`config.mk`:
```
export PLATFORM = sky130hd
export DESIGN_NAME = cet_ctrl
export DESIGN_NICKNAME = d
export VERILOG_FILES = /design/src/rtl/cet_pkg.sv /design/src/rtl/cet_ctrl.sv
export SDC_FILE = /design/constraint.sdc
export NUM_CORES = 1
export LEC_CHECK = 0
export BUFFER_PORTS_ARGS = -buffer_cell sky130_fd_sc_hd__buf_2
export CAP_MARGIN = 25
export CORE_AREA = 5 5 42 44
export DETAILED_ROUTE_END_ITERATION = 7
export DIE_AREA = 0 0 47 49
export HOLD_SLACK_MARGIN = 0.05
export MAX_ROUTING_LAYER = met4
export PLACE_DENSITY = 0.39
export SYNTH_ARGS = -nofsm -noshare
export SYNTH_HDL_FRONTEND = slang
export SYNTH_SLANG_ARGS = --single-unit
```
`constraint.sdc`:
```
create_clock -name i_clk -period 3.8 [get_ports i_clk]
set_clock_uncertainty 0.15 [all_clocks]
set_input_delay 0 -clock i_clk [delete_from_list [all_inputs] [get_ports i_clk]]
set_output_delay 0 -clock i_clk [all_outputs]
set_load 0.01 [all_outputs]
```
`src/rtl/cet_pkg.sv`:
```
`default_nettype none
package cet_pkg;
    typedef enum logic [1:0] {
        K_TOUCH   = 2'd0,
        K_SAMPLE  = 2'd1,
        K_COLLECT = 2'd2,
        K_REAP    = 2'd3
    } t_kind;

    typedef enum logic [1:0] {
        ST_FOUND = 2'd0,
        ST_NEW   = 2'd1,
        ST_FULL  = 2'd2,
        ST_SWEPT = 2'd3
    } t_status;

    typedef enum logic [2:0] {
        S_IDLE,
        S_SCAN,
        S_READ,
        S_APPLY,
        S_OUT
    } t_state;

    localparam logic [1:0] CFG_BAND  = 2'd0;
    localparam logic [1:0] CFG_FLOOR = 2'd1;
    localparam logic [1:0] CFG_LIMIT = 2'd2;

    localparam logic [39:0] MAX40 = 40'hFF_FFFF_FFFF;

    // controller commands to the datapath
    typedef struct packed {
        logic load;     // capture input beat
        logic clr_scan; // reset scan index and match flags
        logic step;     // examine one slot
        logic rd;       // read matched or free slot
        logic apply;    // write back slot
        logic show;     // load output register
    } t_cmd;

    // datapath status to the controller
    typedef struct packed {
        logic scan_last;
        logic is_reap;
    } t_sts;
endpackage
`default_nettype wire

```
`src/rtl/cet_ctrl.sv`:
```
`default_nettype none
module cet_ctrl (
    input  wire logic         i_clk,
    input  wire logic         i_rst_n,
    input  wire logic         i_in_valid,
    output logic              o_in_ready,
    input  wire logic         i_out_busy,
    input  wire cet_pkg::t_sts i_sts,
    output cet_pkg::t_cmd     o_cmd
);
    import cet_pkg::*;

    t_state r_state, n_state;

    // state register
    always_ff @(posedge i_clk) begin
        if (!i_rst_n) begin
            r_state <= S_IDLE;
        end else begin
            r_state <= n_state;
        end
    end

    // next state and commands
    always_comb begin
        n_state    = r_state;
        o_cmd      = '0;
        o_in_ready = 1'b0;
        case (r_state)
            S_IDLE: begin
                o_in_ready = 1'b1;
                if (i_in_valid) begin
                    o_cmd.load     = 1'b1;
                    o_cmd.clr_scan = 1'b1;
                    n_state        = S_SCAN;
                end
            end
            S_SCAN: begin
                o_cmd.step = 1'b1;
                if (i_sts.scan_last) begin
                    n_state = i_sts.is_reap ? S_OUT : S_READ;
                end
            end
            S_READ: begin
                o_cmd.rd = 1'b1;
                n_state  = S_APPLY;
            end
            S_APPLY: begin
                o_cmd.apply = 1'b1;
                n_state     = S_OUT;
            end
            S_OUT: begin
                if (!i_out_busy) begin
                    o_cmd.show = 1'b1;
                    n_state    = S_IDLE;
                end
            end
            default: n_state = S_IDLE;
        endcase
    end
endmodule
`default_nettype wire

```
==> results.txt <==
TritonCTS clock tree = yes
Via count of the first global-routing pass = 255
Remaining number of nets flagged by the antenna check after routing = 0
Xor and xnor fraction of the mapped netlist area = 0
Maximum number of pins on one net before global-route repair = 10
Portion of the post-synthesis area used by sequential elements = 0.249
Synthesized area per cell = 8.94 µm²
Count of state elements after synthesis = 3
Max FFs per register = 3
Drt drc = 0
CP required = 3.77 ns
Number of endpoints failing setup at the final stage = 0
Area of all placed cells without fillers = 369 µm²
Worst setup SP type = flip-flop
Setup Slack @ Placement = 2.48 ns
Die height = 49 µm
Crit-path max FO = 7
Post-Syn Instances = 27
Largest voltage drop on the vdd net = 0.000158 V
Most flops, register = r_state
Hold Buf Count CTS = 4
Sink of the worst hold path = r_state[1]
Post-route fraction of the period consumed by the critical path = 0.494
Outcome = completed
GR Util All Layers = 0.0642
Port-buffer cells = 12
Final setup slack of the worst path = 1.92 ns
Unrepaired setup endpoints after global routing = false
Endpoint type of the worst setup path = flip-flop
Layout Area Growth over Synthesis = 52.8%
Total number of vias = 249
Reg-to-reg critical path startpoint = r_state[0]
Clock slew at reported path FFs = 0.04 ns
Critical path class = flip-flop to flip-flop
Clock Tree Root = clkbuf_4
Cells after DPL = 53
First-pass GRT wire length = 1010 µm
Core area = 1400 µm²
Combinational family with the most area after synthesis = simple AND/OR/NAND/NOR gates
Biggest area consumer among synthesized cells = dfxtp_1
Worst hold path type = input port to flip-flop
Final Wtd Congestion = 0.645
Final-report hold violation count = 0
CTS Buffer Depth = 2
Warning count from the yosys run = 0
Synth Area in Adders = 0
Number of buffers added for setup after CTS = 0
H-Tree Level Count = 1
Iteration-0 DRC Markers = 4
Total Routed Length = 579 µm
Critical Path Source = r_state[0]
Synth Area in Compound Gates = 0.192
IO Pins = 13
Cell area after synthesis = 241 µm²
Diodes inserted = 0
Number of max-slew violations in the final report = 0
Hold Startpoint = i_sts[0]
Most common cell after layout, fill and taps aside = buf_2
Placement-stage cell area = 303 µm²
Count of placed standard cells in the final layout, fillers left out = 61
Final Net Count = 52
Reg-to-reg setup timing slack = 1.92 ns
Insertion delay of the later-clocked pin in the worst-skew pair = 0.23 ns
Total power consumption of the routed design = 0.136 mW
Reg-to-reg endpoint = r_state[2]
Count of max-cap constraint violations = 0
Yosys top cell area share = 0.249
Die outline area = 2300 µm²
Leakage power of the design = 0.177 nW
Synth Area in Simple Gates = 0.404
Worst Hold Depth = 4
Worst Reg2Reg Path Length in Cells = 3
Number of cell rows = 14
Max_slew headroom = 0.817
Summed negative setup slack over all endpoints = 0 ns
Post-DP HPWL = 426 µm
Count of different cell masters after synthesis = 20
CTS sink cnt = 3
Fmax = 532 MHz
Clock period minus worst slack = 1.88 ns
Gr ovfl total = 0
Dominant cells by area after synthesis = dfxtp_1 (25%), and2b_2 (7.3%), o32ai_2 (6.7%)
Fraction of layout instances using a drive strength above 1 = 0.467
Actual slew at the worst max-slew pin = 0.274 ns
Initial standard-cell utilization of the core = 0.172
Cell Pwr Density = 367 nW/µm²
Drt first pass iters = 3
Net count after synthesis = 33
Cells resized by post-CTS repair = 0
Number of buffers created by CTS = 3
Post-synthesis mux area share = 0.0466
Worst path arrival time = 1.84 ns
Most frequent cells in the layout = buf_2 (12), dlygate4sd3_1 (4), nor2_1 (3), clkbuf_4 (3), dfxtp_1 (3)
Width of the chip = 47 µm
Registers with the most flip-flops = r_state x3
Average vias per placed instance = 4.08
Wire per inst = 9.49 µm
Initial antenna violation count = 0
-- worst max-delay path, stage by stage (launching register included) --
cell and delay [ns]:
dfxtp_1 0.42, mux2_2 0.36, o311a_1 0.28, dlygate4sd3_1 0.55
-- worst max-delay path by stage --
stage,cells past startpoint,end,slack (ns)
3_3_place_gp,2,r_state[2],2.46
5_1_grt,3,r_state[2],1.87
6_report,3,r_state[2],1.92
4_1_cts,3,r_state[2],1.93
3_5_place_dp,2,r_state[2],2.48
2_1_floorplan,5,o_cmd[5],2.44
-- per-layer routing --
metal | share of wire | global-route usage
met1 | 0.46 | 0.0702
met2 | 0.39 | 0.0814
met3 | 0.15 | 0.0443
met4 | 0.0086 | 0.0415
met5 | 0 | -
-- per-stage QoR --
stage / utilization / hold WS, ns
2_1_floorplan: - / -0.0188
3_3_place_gp: 0.216 / 0.113
3_5_place_dp: 0.216 / 0.112
4_1_cts: 0.263 / 0.173
5_1_grt: 0.263 / 0.190
6_report: 0.263 / 0.170
-- where the power goes --
group | leakage (nW) | switching [mW] | internal, mW
Clock | 0.0150 | 0.0167 | 0.0394
Combinational | 0.137 | 0.0164 | 0.0238
Sequential | 0.0246 | 0.00493 | 0.0344
-- synthesized netlist by cell type --
library cell / count
nor3_1: 1
nor2b_1: 1
o21bai_1: 1
o311a_1: 1
buf_6: 1
nor2_1: 3
or2_4: 1
buf_4: 1
o32ai_2: 1
o31ai_1: 1
and2b_2: 2
dfxtp_1: 3
inv_1: 2
nand2b_1: 1
and2_1: 1
and3b_1: 1
nor3b_1: 2
and4bb_2: 1
mux2_2: 1
a21oi_1: 1
-- kinds of logic (layout without fill, tap and decap cells) --
kind of cell,count (synthesis),in the layout
compound gates,5,5
simple gates,14,14
buf+inv,4,22
mux,1,1
flops,3,3
-- cell type report --
cell class / count / area (µm²)
inverter: 2 / 7.51
fill: 166 / 1030
timing repair buffer: 16 / 100
clock buffer: 4 / 26.3
sequential: 3 / 60.1
tap: 16 / 20.0
multi-input combinational: 20 / 155
Note: power is estimated with default switching activity, not from simulation.
